[config.mk]
export PLATFORM = sky130hd
export DESIGN_NAME = ipv4_text_line_parser
export DESIGN_NICKNAME = d
export VERILOG_FILES = /design/src/sv/ipv4p_pkg.sv /design/src/sv/ipv4p_front.sv /design/src/sv/ipv4p_queue.sv /design/src/sv/ipv4p_back.sv /design/src/sv/ipv4_text_line_parser.sv
export SDC_FILE = /design/constraint.sdc
export NUM_CORES = 1
export LEC_CHECK = 0
export BUFFER_PORTS_ARGS = -buffer_cell sky130_fd_sc_hd__buf_2
export CORE_ASPECT_RATIO = 0.6
export CORE_MARGIN = 3
export CORE_UTILIZATION = 59
export DETAILED_ROUTE_END_ITERATION = 16
export HOLD_SLACK_MARGIN = 0.03
export PLACE_DENSITY = 0.88
export RECOVER_POWER = 100
export SYNTH_ARGS = -nofsm -noshare
export SYNTH_HDL_FRONTEND = slang
export SYNTH_SLANG_ARGS = --single-unit
[constraint.sdc]
create_clock -name clk_i -period 4.4 [get_ports clk_i]
set_input_delay 1.32 -clock clk_i [delete_from_list [all_inputs] [get_ports clk_i]]
set_output_delay 1.32 -clock clk_i [all_outputs]
set_load 0.005 [all_outputs]
[src/sv/ipv4p_pkg.sv]
// Shared types, constants and the character classifier for the IPv4 line parser.
package ipv4p_pkg;

  // Longest field, in characters, including the terminating one
  localparam int MaxFieldChars = 32;
  localparam int DigitCntW     = $clog2(MaxFieldChars);

  // Depth of the queue between the classifier and the parser
  localparam int QueueDepth = 2;
  localparam int QueuePtrW  = (QueueDepth > 1) ? $clog2(QueueDepth) : 1;
  localparam int QueueCntW  = $clog2(QueueDepth + 1);

  // Character codes
  localparam logic [7:0] ChNul   = 8'd0;
  localparam logic [7:0] ChTab   = 8'd9;
  localparam logic [7:0] ChCr    = 8'd13;
  localparam logic [7:0] ChSpace = 8'd32;
  localparam logic [7:0] ChDot   = 8'd46;
  localparam logic [7:0] ChZero  = 8'd48;
  localparam logic [7:0] ChNine  = 8'd57;

  // Result status codes
  localparam logic [1:0] StValid   = 2'd0;
  localparam logic [1:0] StIgnore  = 2'd1;
  localparam logic [1:0] StInvalid = 2'd2;

  // Largest octet value
  localparam logic [11:0] OctetMax = 12'd255;

  typedef enum logic [1:0] {
    PhSkip,
    PhFields,
    PhDone
  } phase_e;

  // One classified character as it travels through the queue
  typedef struct packed {
    logic       is_digit;
    logic       is_space;
    logic       is_dot;
    logic       is_nul;
    logic [3:0] digit;
    logic       last;
  } char_class_t;

  // Sort a byte into the classes the parser cares about
  function automatic char_class_t classify(input logic [7:0] ch, input logic last);
    char_class_t c;
    logic [7:0]  diff;
    diff       = ch - ChZero;
    c.is_digit = (ch >= ChZero) && (ch <= ChNine);
    c.is_space = (ch == ChSpace) || ((ch >= ChTab) && (ch <= ChCr));
    c.is_dot   = (ch == ChDot);
    c.is_nul   = (ch == ChNul);
    c.digit    = diff[3:0];
    c.last     = last;
    return c;
  endfunction

endpackage

[src/sv/ipv4p_front.sv]
// Front end: accepts characters from the input queue port and classifies them.
module ipv4p_front (
  input  logic                  push,
  output logic                  full,
  input  logic [7:0]            ch_i,
  input  logic                  last_i,
  input  logic                  q_full_i,
  output logic                  q_wr_o,
  output ipv4p_pkg::char_class_t q_data_o
);
  import ipv4p_pkg::*;

  // Accept a transaction whenever the queue has room
  assign full     = q_full_i;
  assign q_wr_o   = push & ~q_full_i;
  assign q_data_o = classify(ch_i, last_i);

endmodule

[src/sv/ipv4p_queue.sv]
// Short queue of classified characters between the front end and the parser.
module ipv4p_queue (
  input  logic                   clk_i,
  input  logic                   rst_ni,
  input  logic                   wr_i,
  input  ipv4p_pkg::char_class_t wr_data_i,
  output logic                   full_o,
  input  logic                   rd_i,
  output logic                   valid_o,
  output ipv4p_pkg::char_class_t rd_data_o
);
  import ipv4p_pkg::*;

  char_class_t           mem_q [QueueDepth];
  logic [QueuePtrW-1:0]  wr_ptr_q, wr_ptr_d;
  logic [QueuePtrW-1:0]  rd_ptr_q, rd_ptr_d;
  logic [QueueCntW-1:0]  cnt_q, cnt_d;
  logic                  do_wr, do_rd;

  assign full_o    = (cnt_q == QueueCntW'(QueueDepth));
  assign valid_o   = (cnt_q != '0);
  assign rd_data_o = mem_q[rd_ptr_q];
  assign do_wr     = wr_i & ~full_o;
  assign do_rd     = rd_i & valid_o;

  // Advance pointers with wrap at the queue depth
  always_comb begin
    wr_ptr_d = wr_ptr_q;
    rd_ptr_d = rd_ptr_q;
    if (do_wr) begin
      wr_ptr_d = (wr_ptr_q == QueuePtrW'(QueueDepth - 1)) ? '0 : wr_ptr_q + 1'b1;
    end
    if (do_rd) begin
      rd_ptr_d = (rd_ptr_q == QueuePtrW'(QueueDepth - 1)) ? '0 : rd_ptr_q + 1'b1;
    end
    cnt_d = cnt_q + QueueCntW'(do_wr) - QueueCntW'(do_rd);
  end

  always_ff @(posedge clk_i or negedge rst_ni) begin
    if (!rst_ni) begin
      wr_ptr_q <= '0;
      rd_ptr_q <= '0;
      cnt_q    <= '0;
    end else begin
      wr_ptr_q <= wr_ptr_d;
      rd_ptr_q <= rd_ptr_d;
      cnt_q    <= cnt_d;
    end
  end

  // Store the entry
  always_ff @(posedge clk_i) begin
    if (do_wr) begin
      mem_q[wr_ptr_q] <= wr_data_i;
    end
  end

`ifndef SYNTHESIS
  a_cnt_bound: assert property (@(posedge clk_i) disable iff (!rst_ni)
    cnt_q <= QueueCntW'(QueueDepth))
    else $error("queue count beyond depth");

  a_ptr_gap: assert property (@(posedge clk_i) disable iff (!rst_ni)
    (cnt_q == '0) |-> (wr_ptr_q == rd_ptr_q))
    else $error("empty queue with unequal pointers");
`endif

endmodule

[src/sv/ipv4p_back.sv]
// Back end: runs the line parser over classified characters and holds the result.
module ipv4p_back (
  input  logic                   clk_i,
  input  logic                   rst_ni,
  input  logic                   q_valid_i,
  input  ipv4p_pkg::char_class_t q_data_i,
  output logic                   q_rd_o,
  output logic                   empty,
  input  logic                   pop,
  output logic [31:0]            address_o,
  output logic [1:0]             status_o
);
  import ipv4p_pkg::*;

  localparam logic [DigitCntW-1:0] DigitLimit = DigitCntW'(MaxFieldChars - 1);

  phase_e               phase_q, phase_d;
  logic [1:0]           field_idx_q, field_idx_d;
  logic [DigitCntW-1:0] digit_cnt_q, digit_cnt_d;
  logic [7:0]           field_val_q, field_val_d;
  logic [23:0]          octets_q, octets_d;

  logic                 res_valid_q;
  logic [31:0]          address_q;
  logic [1:0]           status_q;

  logic                 take;
  logic                 decide;
  logic [1:0]           dec_status;
  logic [31:0]          dec_addr;
  logic                 in_fields;
  logic [11:0]          next_val;
  char_class_t          c;

  assign c         = q_data_i;
  assign take      = q_valid_i & (~res_valid_q | pop);
  assign q_rd_o    = take;
  assign in_fields = (phase_q == PhFields) ||
                     ((phase_q == PhSkip) && !c.is_space && !c.is_nul);
  assign next_val  = {1'b0, field_val_q, 3'b000} + {3'b000, field_val_q, 1'b0} +
                     {8'h00, c.digit};

  // Decide whether this character closes the line and with which status
  always_comb begin
    decide     = 1'b0;
    dec_status = StInvalid;
    dec_addr   = '0;
    if (phase_q == PhSkip && c.is_space) begin
      decide     = c.last;
      dec_status = StIgnore;
    end else if (phase_q == PhSkip && c.is_nul) begin
      decide     = 1'b1;
      dec_status = StIgnore;
    end else if (in_fields) begin
      priority if (c.is_digit) begin
        decide = (digit_cnt_q >= DigitLimit) || (next_val > OctetMax) || c.last;
      end else if (field_idx_q != 2'd3) begin
        decide = !c.is_dot || (digit_cnt_q == '0) || c.last;
      end else begin
        decide = 1'b1;
        if ((c.is_nul || c.is_space) && digit_cnt_q != '0) begin
          dec_status = StValid;
          dec_addr   = {octets_q, field_val_q};
        end
      end
    end
  end

  // Next phase
  always_comb begin
    phase_d = phase_q;
    if (take) begin
      if (decide) begin
        phase_d = c.last ? PhSkip : PhDone;
      end else if (phase_q == PhDone) begin
        phase_d = c.last ? PhSkip : PhDone;
      end else if (in_fields) begin
        phase_d = PhFields;
      end
    end
  end

  // Field accumulation; clear everything when a line starts over
  always_comb begin
    field_idx_d = field_idx_q;
    digit_cnt_d = digit_cnt_q;
    field_val_d = field_val_q;
    octets_d    = octets_q;
    if (take) begin
      if (phase_d == PhSkip) begin
        field_idx_d = '0;
        digit_cnt_d = '0;
        field_val_d = '0;
        octets_d    = '0;
      end else if (in_fields && !decide) begin
        if (c.is_digit) begin
          field_val_d = next_val[7:0];
          digit_cnt_d = digit_cnt_q + 1'b1;
        end else begin
          octets_d    = {octets_q[15:0], field_val_q};
          field_idx_d = field_idx_q + 1'b1;
          digit_cnt_d = '0;
          field_val_d = '0;
        end
      end
    end
  end

  always_ff @(posedge clk_i or negedge rst_ni) begin
    if (!rst_ni) begin
      phase_q     <= PhSkip;
      field_idx_q <= '0;
      digit_cnt_q <= '0;
      field_val_q <= '0;
      octets_q    <= '0;
      res_valid_q <= 1'b0;
    end else begin
      phase_q     <= phase_d;
      field_idx_q <= field_idx_d;
      digit_cnt_q <= digit_cnt_d;
      field_val_q <= field_val_d;
      octets_q    <= octets_d;
      if (take && decide) begin
        res_valid_q <= 1'b1;
      end else if (pop) begin
        res_valid_q <= 1'b0;
      end
    end
  end

  // Load the result register
  always_ff @(posedge clk_i) begin
    if (take && decide) begin
      address_q <= dec_addr;
      status_q  <= dec_status;
    end
  end

  assign empty     = ~res_valid_q;
  assign address_o = address_q;
  assign status_o  = status_q;

`ifndef SYNTHESIS
  a_status_code: assert property (@(posedge clk_i) disable iff (!rst_ni)
    res_valid_q |-> (status_q == StValid || status_q == StIgnore || status_q == StInvalid))
    else $error("result with unknown status");

  a_addr_zero: assert property (@(posedge clk_i) disable iff (!rst_ni)
    (res_valid_q && status_q != StValid) |-> (address_q == '0))
    else $error("nonzero address on a non-valid result");

  a_skip_clean: assert property (@(posedge clk_i) disable iff (!rst_ni)
    (phase_q == PhSkip) |->
      (field_idx_q == '0 && digit_cnt_q == '0 && field_val_q == '0 && octets_q == '0))
    else $error("field state not cleared while skipping");

  a_empty_field: assert property (@(posedge clk_i) disable iff (!rst_ni)
    (digit_cnt_q == '0) |-> (field_val_q == '0))
    else $error("field value without digits");
`endif

endmodule

[src/sv/ipv4_text_line_parser.sv]
// Sustained rate is one character per clock: the classifier writes a two-entry queue and the
// parser consumes one entry per cycle, so the queue fills (full high) only while a finished
// result waits unpopped in the output register. A result is registered when the parser takes its
// deciding character from the queue; a line gives exactly one result (valid, blank, or invalid).
module ipv4_text_line_parser (
  input  logic        clk_i,
  input  logic        rst_ni,
  input  logic        push,
  output logic        full,
  input  logic [7:0]  ch_i,
  input  logic        last_i,
  output logic        empty,
  input  logic        pop,
  output logic [31:0] address_o,
  output logic [1:0]  status_o
);
  import ipv4p_pkg::*;

  logic        q_wr, q_full, q_rd, q_valid;
  char_class_t q_wr_data, q_rd_data;

  // Classify incoming characters
  ipv4p_front u_front (
    .push     (push),
    .full     (full),
    .ch_i     (ch_i),
    .last_i   (last_i),
    .q_full_i (q_full),
    .q_wr_o   (q_wr),
    .q_data_o (q_wr_data)
  );

  // Decouple front and back
  ipv4p_queue u_queue (
    .clk_i     (clk_i),
    .rst_ni    (rst_ni),
    .wr_i      (q_wr),
    .wr_data_i (q_wr_data),
    .full_o    (q_full),
    .rd_i      (q_rd),
    .valid_o   (q_valid),
    .rd_data_o (q_rd_data)
  );

  // Parse and hold results
  ipv4p_back u_back (
    .clk_i     (clk_i),
    .rst_ni    (rst_ni),
    .q_valid_i (q_valid),
    .q_data_i  (q_rd_data),
    .q_rd_o    (q_rd),
    .empty     (empty),
    .pop       (pop),
    .address_o (address_o),
    .status_o  (status_o)
  );

endmodule

==> results of run 1 <==
==> where the power goes <==
part	total [mW]	switching, mW	leakage [nW]	internal (mW)
clock	0.756	0.358	0.141	0.398
combinational	1.48	0.934	1.00	0.544
sequential	1.54	0.183	1.13	1.36
total	3.77	1.47	2.27	2.30
==> sequential cells by signal, summed over array words and instances (netlist names) <==
signal and count:
u_back.address_o 32, u_back.octets_q 24, u_queue.mem_q 18, u_back.field_val_q 8, u_back.digit_cnt_q 5, u_back.field_idx_q 2
u_back.phase_q 2, u_back.status_o 2, u_queue.cnt_q 2, u_back.res_valid_q 1, u_queue.rd_ptr_q 1, u_queue.wr_ptr_q 1
==> cells by family (layout without fill, tap and decap cells) <==
family / Yosys count / in the layout / synth area share [%]
multiplexers: 20 / 20 / 4.46
XOR/XNOR: 8 / 8 / 1.49
flip-flops: 98 / 98 / 57.5
buffers and inverters: 36 / 91 / 4.14
AO/OA/AOI/OAI: 67 / 67 / 11.6
adder cells (fa/ha/maj): 23 / 23 / 6.42
AND/OR/NAND/NOR: 122 / 122 / 14.4
==> layer usage <==
metal | global-route usage [%] | vias up
met5 | 0 | -
met4 | 6.58 | 0
met3 | 8.93 | 11
met2 | 33.0 | 125
met1 | 32.7 | 1505
li1 | - | 1472
==> worst reg2reg max path, delay by kind of cell (launching register included) <==
kind / cells / cell delay, ps
buffers and inverters: 1 / 280
AOI/OAI and AO/OA: 2 / 400
adders and majority gates: 3 / 970
muxes: 2 / 640
DFF: 1 / 460
and+or+nand+nor: 3 / 1200
==> metrics by stage <==
stage               utilization (%)  total power [mW]  instance area (µm²)  hold WS (ps)  setup WS [ps]
finish                         70.0              3.77                 5250           503            360
detailed placement             66.8              3.04                 5010           488            677
global route                   70.0              4.01                 5250           529            283
CTS                            70.6              3.81                 5300           497            582
floorplan                         -              2.61                 4720           461            781
global placement               66.8              2.96                 5010           477            754
==> layout make-up <==
cell class / instances / area (µm²)
clock inverters: 7 / 65.1
clock buffers: 9 / 225
well taps: 104 / 130
multi-input cells: 240 / 1800
inverters: 23 / 86.3
flip-flops and latches: 98 / 2710
repair buffers: 52 / 230
fillers: 549 / 2260
==> synth_stat cells (all sizes together), types with 2 or more instances <==
cell type / n / area [µm²]
o211ai: 2 / 15.0
edfxtp: 52 / 1560
nor3: 12 / 60.1
or4: 2 / 15.0
a211o: 2 / 17.5
fa: 2 / 40.0
nand4b: 2 / 23.8
clkbuf: 4 / 15.0
nor4: 8 / 62.6
xnor2: 7 / 61.3
nor2b: 2 / 12.5
nand3: 6 / 30.0
a21oi: 12 / 71.3
dfrtp: 46 / 1150
a21o: 3 / 23.8
a22o: 27 / 262
buf: 9 / 93.8
mux2i: 12 / 120
and3: 4 / 26.3
nand2b: 3 / 21.3
nand2: 25 / 93.8
inv: 23 / 86.3
mux2: 8 / 90.1
a211oi: 2 / 15.0
and2: 28 / 175
ha: 21 / 263
nor2: 20 / 75.1
o21ai: 8 / 40.0
==> path summary, 6_finish.rpt <==
check                            startpoint               endpoint  slack [ps]  cells after the start
hold reg to reg            u_queue.wr_ptr_q       u_queue.wr_ptr_q         500                      1
max in group asynchronous            rst_ni  u_back.digit_cnt_q[0]        1210                      1
hold / removal             u_queue.wr_ptr_q       u_queue.wr_ptr_q         500                      1
setup reg to reg           u_queue.rd_ptr_q  u_back.field_val_q[3]         360                     11
min in group asynchronous            rst_ni     u_back.octets_q[2]        1750                      1
setup / recovery           u_queue.rd_ptr_q  u_back.field_val_q[3]         360                     11
==> impl_metrics.yaml, run 1 <==
finish:
  nNetsFinal: 460
  layout_commonest_cell: "edfxtp_1"
  instances_no_fill: 533
  diodes: 0
  syn_to_final_growth_pct: 11.4
  drive_above_1_share_pct: 19.3
  mostFrequentLayoutCells: "edfxtp_1 (52), dfrtp_1 (46), nand2_1 (25), clkbuf_1 (25), buf_2 (25)"
synthesis:
  syn-num-nets: 410
  syn_avg_cell_area_um2: 12.6
  synthDistinctLibCells: 62
  synthFlopType: "edfxtp_1"
  synth-edff-count: 52
  synth_seq_cells: 98
  synthCells: 374
  yosysWarnings: 0
  async_reset_ff_share_pct: 46.9
  ys_seq_area_share_pct: 57.5
  syn_area_um2: 4720
route:
  viasPerCell: 5.84
  top_layer: "met4"
  met3_wirelength_um: 979
  wirelength_mm: 9.77
  met1_length_mm: 4.54
  remaining_drc_errors: 0
  drtIter0Drc: 294
  via_count: 3113
  dr_wl_met2_mm: 4.15
  drtAntennaViolNets: 0
  wire_per_inst_um: 18.3
  drt_pass1_iterations: 5
sta:
  setup_tns_ps: 0
  tightest_slew_ps: 2530
  slew_headroom_pct: -68.8
  finalCritPeriodShare_pct: 91.8
  hold_violations: 0
  setup_viol: 0
  rsz0062_at_grt: "no"
  maxSlewViolCount: 47
  final.min_clock_period_ps: 4040
  finClkSkew_ps: 5.36
  max_freq_mhz: 248
worst_setup_path:
  crit_top_cell: "ha_1"
  crit_slowest_cell: "nand2_1"
  arrival_ps: 4300
  required_ps: 4660
  path_max_fanout: 11
  slowest_delay_ps: 520
  path_buf_inv: 1
  timing.setup.critical_path_class: "flip-flop to flip-flop"
  setup.worst_path.start_class: "flip-flop"
  cp_cell_sequence: "mux2_2 -> ha_1 -> ha_1 -> fa_1 -> a21oi_1 -> o31ai_1 -> nor4_2 -> nand4b_1 -> nand2_1 -> clkbuf_1 -> mux2i_1"
  crit_path_end_kind: "flip-flop"
  crit_family: "simple AND/OR/NAND/NOR gates"
clocking:
  holdBufCountCts: 0
  clk_pin_slew_ps: 70
  cts.repair.resized: 0
  cts-root-buf: "clkbuf_16"
  tritoncts: "done"
  cts.htree.levels: 3
  clockBufferDepth: 2
  clock_sinks: 98
  insertion_delay_ps: 340
  numCtsBuffers: 9
  cts_setup_buffers: 0
placed_design:
  dp_cells: 517
  io_buffers: 48
  gp_congestion: 0.878
  hpwl_mm: 6.98
global_route:
  grt_pass1_wl_mm: 15.6
  grt_max_degree: 47
  antenna_found_initial: 0
  grt_pass1_vias: 2977
  grtUsageTotal_pct: 22.9
  grt-ovfl-total: 0
outcome:
  violations: "capacitance limit, slew limit"
  outcome: "complete, but fails checks"
flow_run:
  cap_violations: 1
power_and_ir_drop:
  powerDensity_nw_per_um2: 719
  leakage_nw: 2.27
  vdd_drop_max_v: 0.000341
die:
  fp.dieH_um: 75.3
  core.rowCount: 24
  start_util_pct: 62.8
  die_x_um: 121
  core_um2: 7510
  dieArea_um2: 9140
  ioPinCount: 49
hold_path:
  hp-class: "flip-flop to flip-flop"
Power figures use the tool's default switching activity.
==> run 2: changes to the inputs <==
Settings changed: CORE_UTILIZATION 59 to 43, PLACE_DENSITY 0.88 to 0.69.
==> impl_metrics.yaml, run 2 (synthesis results as in run 1) <==
outcome:
  outcome: "complete, but fails checks"
  violations: "capacitance limit, slew limit"
global_route:
  grt_pass1_vias: 2857
  gr-usage-met2_pct: 20.9
  grt_max_degree: 47
  top_usage_layer: "met1"
  grt-ovfl-total: 0
  grtUsageTotal_pct: 17.0
  grtUsageMet3_pct: 4.72
  antenna_found_initial: 0
  gr-usage-met1_pct: 28.0
  grt_pass1_wl_mm: 15.7
hold_path:
  min_from: "u_queue.wr_ptr_q"
  hp-class: "flip-flop to flip-flop"
clocking:
  cts-root-buf: "clkbuf_16"
  tritoncts: "done"
  cts.repair.resized: 0
  clockBufferDepth: 2
  numCtsBuffers: 9
  cts_setup_buffers: 0
  insertion_delay_ps: 350
  holdBufCountCts: 0
  cts.htree.levels: 3
  clock_sinks: 98
  clk_pin_slew_ps: 70
worst_setup_path:
  path_max_fanout: 11
  required_ps: 4660
  timing.setup.critical_path_class: "flip-flop to flip-flop"
  arrival_ps: 4090
  crit_path_end_kind: "flip-flop"
  startpoint: "u_queue.rd_ptr_q"
  r2r-start: "u_queue.rd_ptr_q"
  setup.worst_path.start_class: "flip-flop"
sta:
  hold_violations: 0
  setup_tns_ps: 0
  finClkSkew_ps: 6.33
  setup_viol: 0
  max_freq_mhz: 261
  rsz0062_at_grt: "no"
  final.min_clock_period_ps: 3830
  maxSlewViolCount: 47
  finalCritPeriodShare_pct: 87.0
  slew_headroom_pct: -63.4
  tightest_slew_ps: 2450
route:
  via_count: 3091
  drt_pass1_iterations: 5
  viasPerCell: 5.47
  wire_per_inst_um: 17.5
  remaining_drc_errors: 0
  wirelength_mm: 9.91
  drtIter0Drc: 330
  drtAntennaViolNets: 0
finish:
  diodes: 0
  largest_reg_flops: 32
  syn_to_final_growth_pct: 12.9
  drive_above_1_share_pct: 19.5
  mostFrequentLayoutCells: "edfxtp_1 (52), dfrtp_1 (46), buf_2 (27)"
  nNetsFinal: 461
  layout_commonest_cell: "edfxtp_1"
placed_design:
  io_buffers: 48
  hpwl_mm: 7.28
  gp_congestion: 0.894
flow_run:
  cap_violations: 1
power_and_ir_drop:
  leakage_nw: 2.28
  power_mw: 3.85
  vdd_drop_max_v: 0.000530
  powerDensity_nw_per_um2: 722
die:
  fp.dieH_um: 87.1
  ioPinCount: 49
  core_um2: 10300
  die_x_um: 141
  core.rowCount: 28
  dieArea_um2: 12300
  start_util_pct: 45.9
[run 2: path summary, 6_finish.rpt]
kind                                               to  slack, ps  cells past startpoint
worst min-delay path                 u_queue.wr_ptr_q        500                      1
min in group asynchronous            u_queue.wr_ptr_q       1720                      1
worst max-delay path            u_back.field_val_q[0]        570                     12
worst min register to register       u_queue.wr_ptr_q        500                      1
max in group asynchronous       u_back.field_val_q[7]       1280                      1
worst max register to register  u_back.field_val_q[0]        570                     12
[run 2: area by class of cell]
type	count	area, µm²
clock buffer	10	229
clock inverter	6	88.8
fill	884	4940
inverter	23	86.3
multi-input combinational	240	1800
sequential	98	2710
tap	135	169
timing repair buffer	53	240
[run 2: power by group]
| group | switching [mW] | total (mW) | internal, mW |
|---|---|---|---|
| Sequential | 0.180 | 1.54 | 1.36 |
| Clock | 0.332 | 0.831 | 0.499 |
| Combinational | 0.928 | 1.48 | 0.548 |
| Total | 1.44 | 3.85 | 2.41 |
[run 2: stage by stage]
step	hold WS, ps	area [µm²]	setup WS [ps]	instances	utilization (%)
2_1_floorplan	461	4720	781	374	-
3_3_place_gp	475	5060	739	549	49.3
6_report	501	5330	572	565	51.9
3_5_place_dp	486	5060	710	549	49.3
5_1_grt	526	5330	357	565	51.9
4_1_cts	495	5380	671	565	52.4
[run 2: routing by layer]
metal	wire [µm]	vias up
met5	0	-
met4	106	0
met3	711	9
met2	3630	98
met1	5460	1510
li1	-	1474
[run 2: critical path, cell delays in order (launching register included)]
cell and delay [ps]:
dfrtp_1 440, mux2_2 360, ha_1 290, ha_1 230
fa_1 430, nand3_1 140, a21oi_1 90, mux2i_1 200
nor2_1 260, nand4b_1 320, nand2_1 510, clkbuf_1 250
mux2i_1 210
==> run 3: changes to the inputs <==
Settings changed: PLACE_DENSITY 0.69 to 0.61.
==> impl_metrics.yaml, run 3 (synthesis results as in run 1) <==
clocking:
  tritoncts: "done"
  numCtsBuffers: 9
  insertion_delay_ps: 350
  cts_setup_buffers: 0
  cts.repair.resized: 0
  clockBufferDepth: 2
  clk_pin_slew_ps: 70
  cts.htree.levels: 3
  clock_sinks: 98
  cts-root-buf: "clkbuf_16"
  holdBufCountCts: 0
finish:
  largest_reg_flops: 32
  instances_no_fill: 567
  design_area_um2: 5320
  drive_above_1_share_pct: 18.3
  layout_commonest_cell: "edfxtp_1"
  nNetsFinal: 463
  syn_to_final_growth_pct: 12.7
  mostFrequentLayoutCells: "edfxtp_1 (52), dfrtp_1 (46), clkbuf_1 (33)"
  diodes: 0
worst_setup_path:
  timing.setup.critical_path_class: "flip-flop to flip-flop"
  setup.worst_path.start_class: "flip-flop"
  startpoint: "u_queue.rd_ptr_q"
  r2r-end: "u_back.address_o[13]"
  r2r_cells: 14
  setup.worst_path.end: "u_back.address_o[13]"
  required_ps: 4400
  r2r_slack_ps: 480
  r2r-start: "u_queue.rd_ptr_q"
  arrival_ps: 3920
  path_max_fanout: 34
  crit_path_end_kind: "flip-flop"
placed_design:
  dpl_cell_area_um2: 5070
  gp_congestion: 0.965
  hpwl_mm: 7.26
  dp_cells: 551
  io_buffers: 48
outcome:
  violations: "capacitance limit, slew limit"
  outcome: "complete, but fails checks"
sta:
  finalCritPeriodShare_pct: 89.2
  slew_headroom_pct: -60.5
  setup_viol: 0
  final.min_clock_period_ps: 3920
  hold_violations: 0
  setup_tns_ps: 0
  maxSlewViolCount: 47
  rsz0062_at_grt: "no"
  finClkSkew_ps: 6.91
  max_freq_mhz: 255
  tightest_slew_ps: 2410
die:
  start_util_pct: 45.9
  core_um2: 10300
  dieArea_um2: 12300
  core.rowCount: 28
  ioPinCount: 49
  fp.dieH_um: 87.1
  die_x_um: 141
hold_path:
  hp-class: "flip-flop to flip-flop"
  holdPathStages: 1
route:
  drtIter0Drc: 307
  met1_length_mm: 5.23
  viasPerCell: 5.49
  top_layer: "met4"
  drtAntennaViolNets: 0
  wirelength_mm: 10.1
  dr_wl_met2_mm: 3.81
  via_count: 3111
  wire_per_inst_um: 17.8
  met3_wirelength_um: 959
  remaining_drc_errors: 0
  drt_pass1_iterations: 5
flow_run:
  cap_violations: 1
global_route:
  grt_max_degree: 47
  grt_pass1_vias: 2994
  grtUsageTotal_pct: 17.5
  grt_pass1_wl_mm: 16.3
  antenna_found_initial: 0
  grt-ovfl-total: 0
power_and_ir_drop:
  power_mw: 3.85
  powerDensity_nw_per_um2: 724
  p_seq_share_pct: 40.4
  power_frac_clock_pct: 20.8
  p_int_mw: 2.38
  vdd_drop_max_v: 0.000325
  p_comb_share_pct: 38.8
  p_sw_mw: 1.47
  leakage_nw: 2.27
  swShare_pct: 38.2
-- run 3: cell count changes in the layout (fill, tap and decap cells not counted) --
cell,change
clkinv_1,-1
buf_4,+2
clkbuf_8,+1
clkinv_2,+2
bufinv_16,-1
buf_2,-9
clkbuf_1,+8
-- run 3: worst min-delay path by stage --
stage	from	endpoint	slack, ps
6_report	u_queue.cnt_q[1]	u_queue.cnt_q[1]	490
5_1_grt	u_back.octets_q[21]	u_back.octets_q[21]	520
4_1_cts	u_queue.wr_ptr_q	u_queue.wr_ptr_q	500
3_5_place_dp	u_back.octets_q[22]	u_back.octets_q[22]	490
3_3_place_gp	u_queue.wr_ptr_q	u_queue.wr_ptr_q	470
2_1_floorplan	u_queue.wr_ptr_q	u_queue.wr_ptr_q	460
-- run 3: metal layers --
layer  global-route usage (%)  vias up
met4                     4.49        0
li1                         -     1474
met5                        0        -
met2                     22.5      118
met1                     27.0     1507
met3                     6.86       12
-- run 3: metrics by stage --
step	setup WS, ps	util (%)	hold WS, ps
2_1_floorplan	781	-	461
3_3_place_gp	809	49.4	475
3_5_place_dp	652	49.4	486
4_1_cts	652	52.4	498
5_1_grt	247	51.8	519
6_report	477	51.8	494
-- run 3: power by group through the flow --
stage	Sequential [mW]	Combinational (mW)	Clock, mW
floorplan	1.52	1.09	0
global placement	1.56	1.51	0
detailed placement	1.56	1.54	0
CTS	1.55	1.55	0.813
global route	1.60	1.66	0.854
finish	1.55	1.49	0.802
-- run 3: layout make-up --
class | count | area (µm²)
Timing Repair Buffer | 55 | 244
Clock buffer | 10 | 239
Clock inverter | 6 | 65.1
Inverter | 23 | 86.3
Multi-Input combinational cell | 240 | 1800
Sequential cell | 98 | 2710
Fill cell | 927 | 4950
Tap cell | 135 | 169
-- run 3: worst max-delay path: stages (launching register included) --
cell and delay (ps):
dfrtp_1 590, clkbuf_1 320, mux2_2 380, ha_1 200, ha_1 210, fa_1 430, a21oi_1 240, o2111ai_1 130
o31ai_1 130, nor3_1 120, nand2_1 90, o21ai_0 80, clkbuf_1 150, inv_1 80, buf_4 380
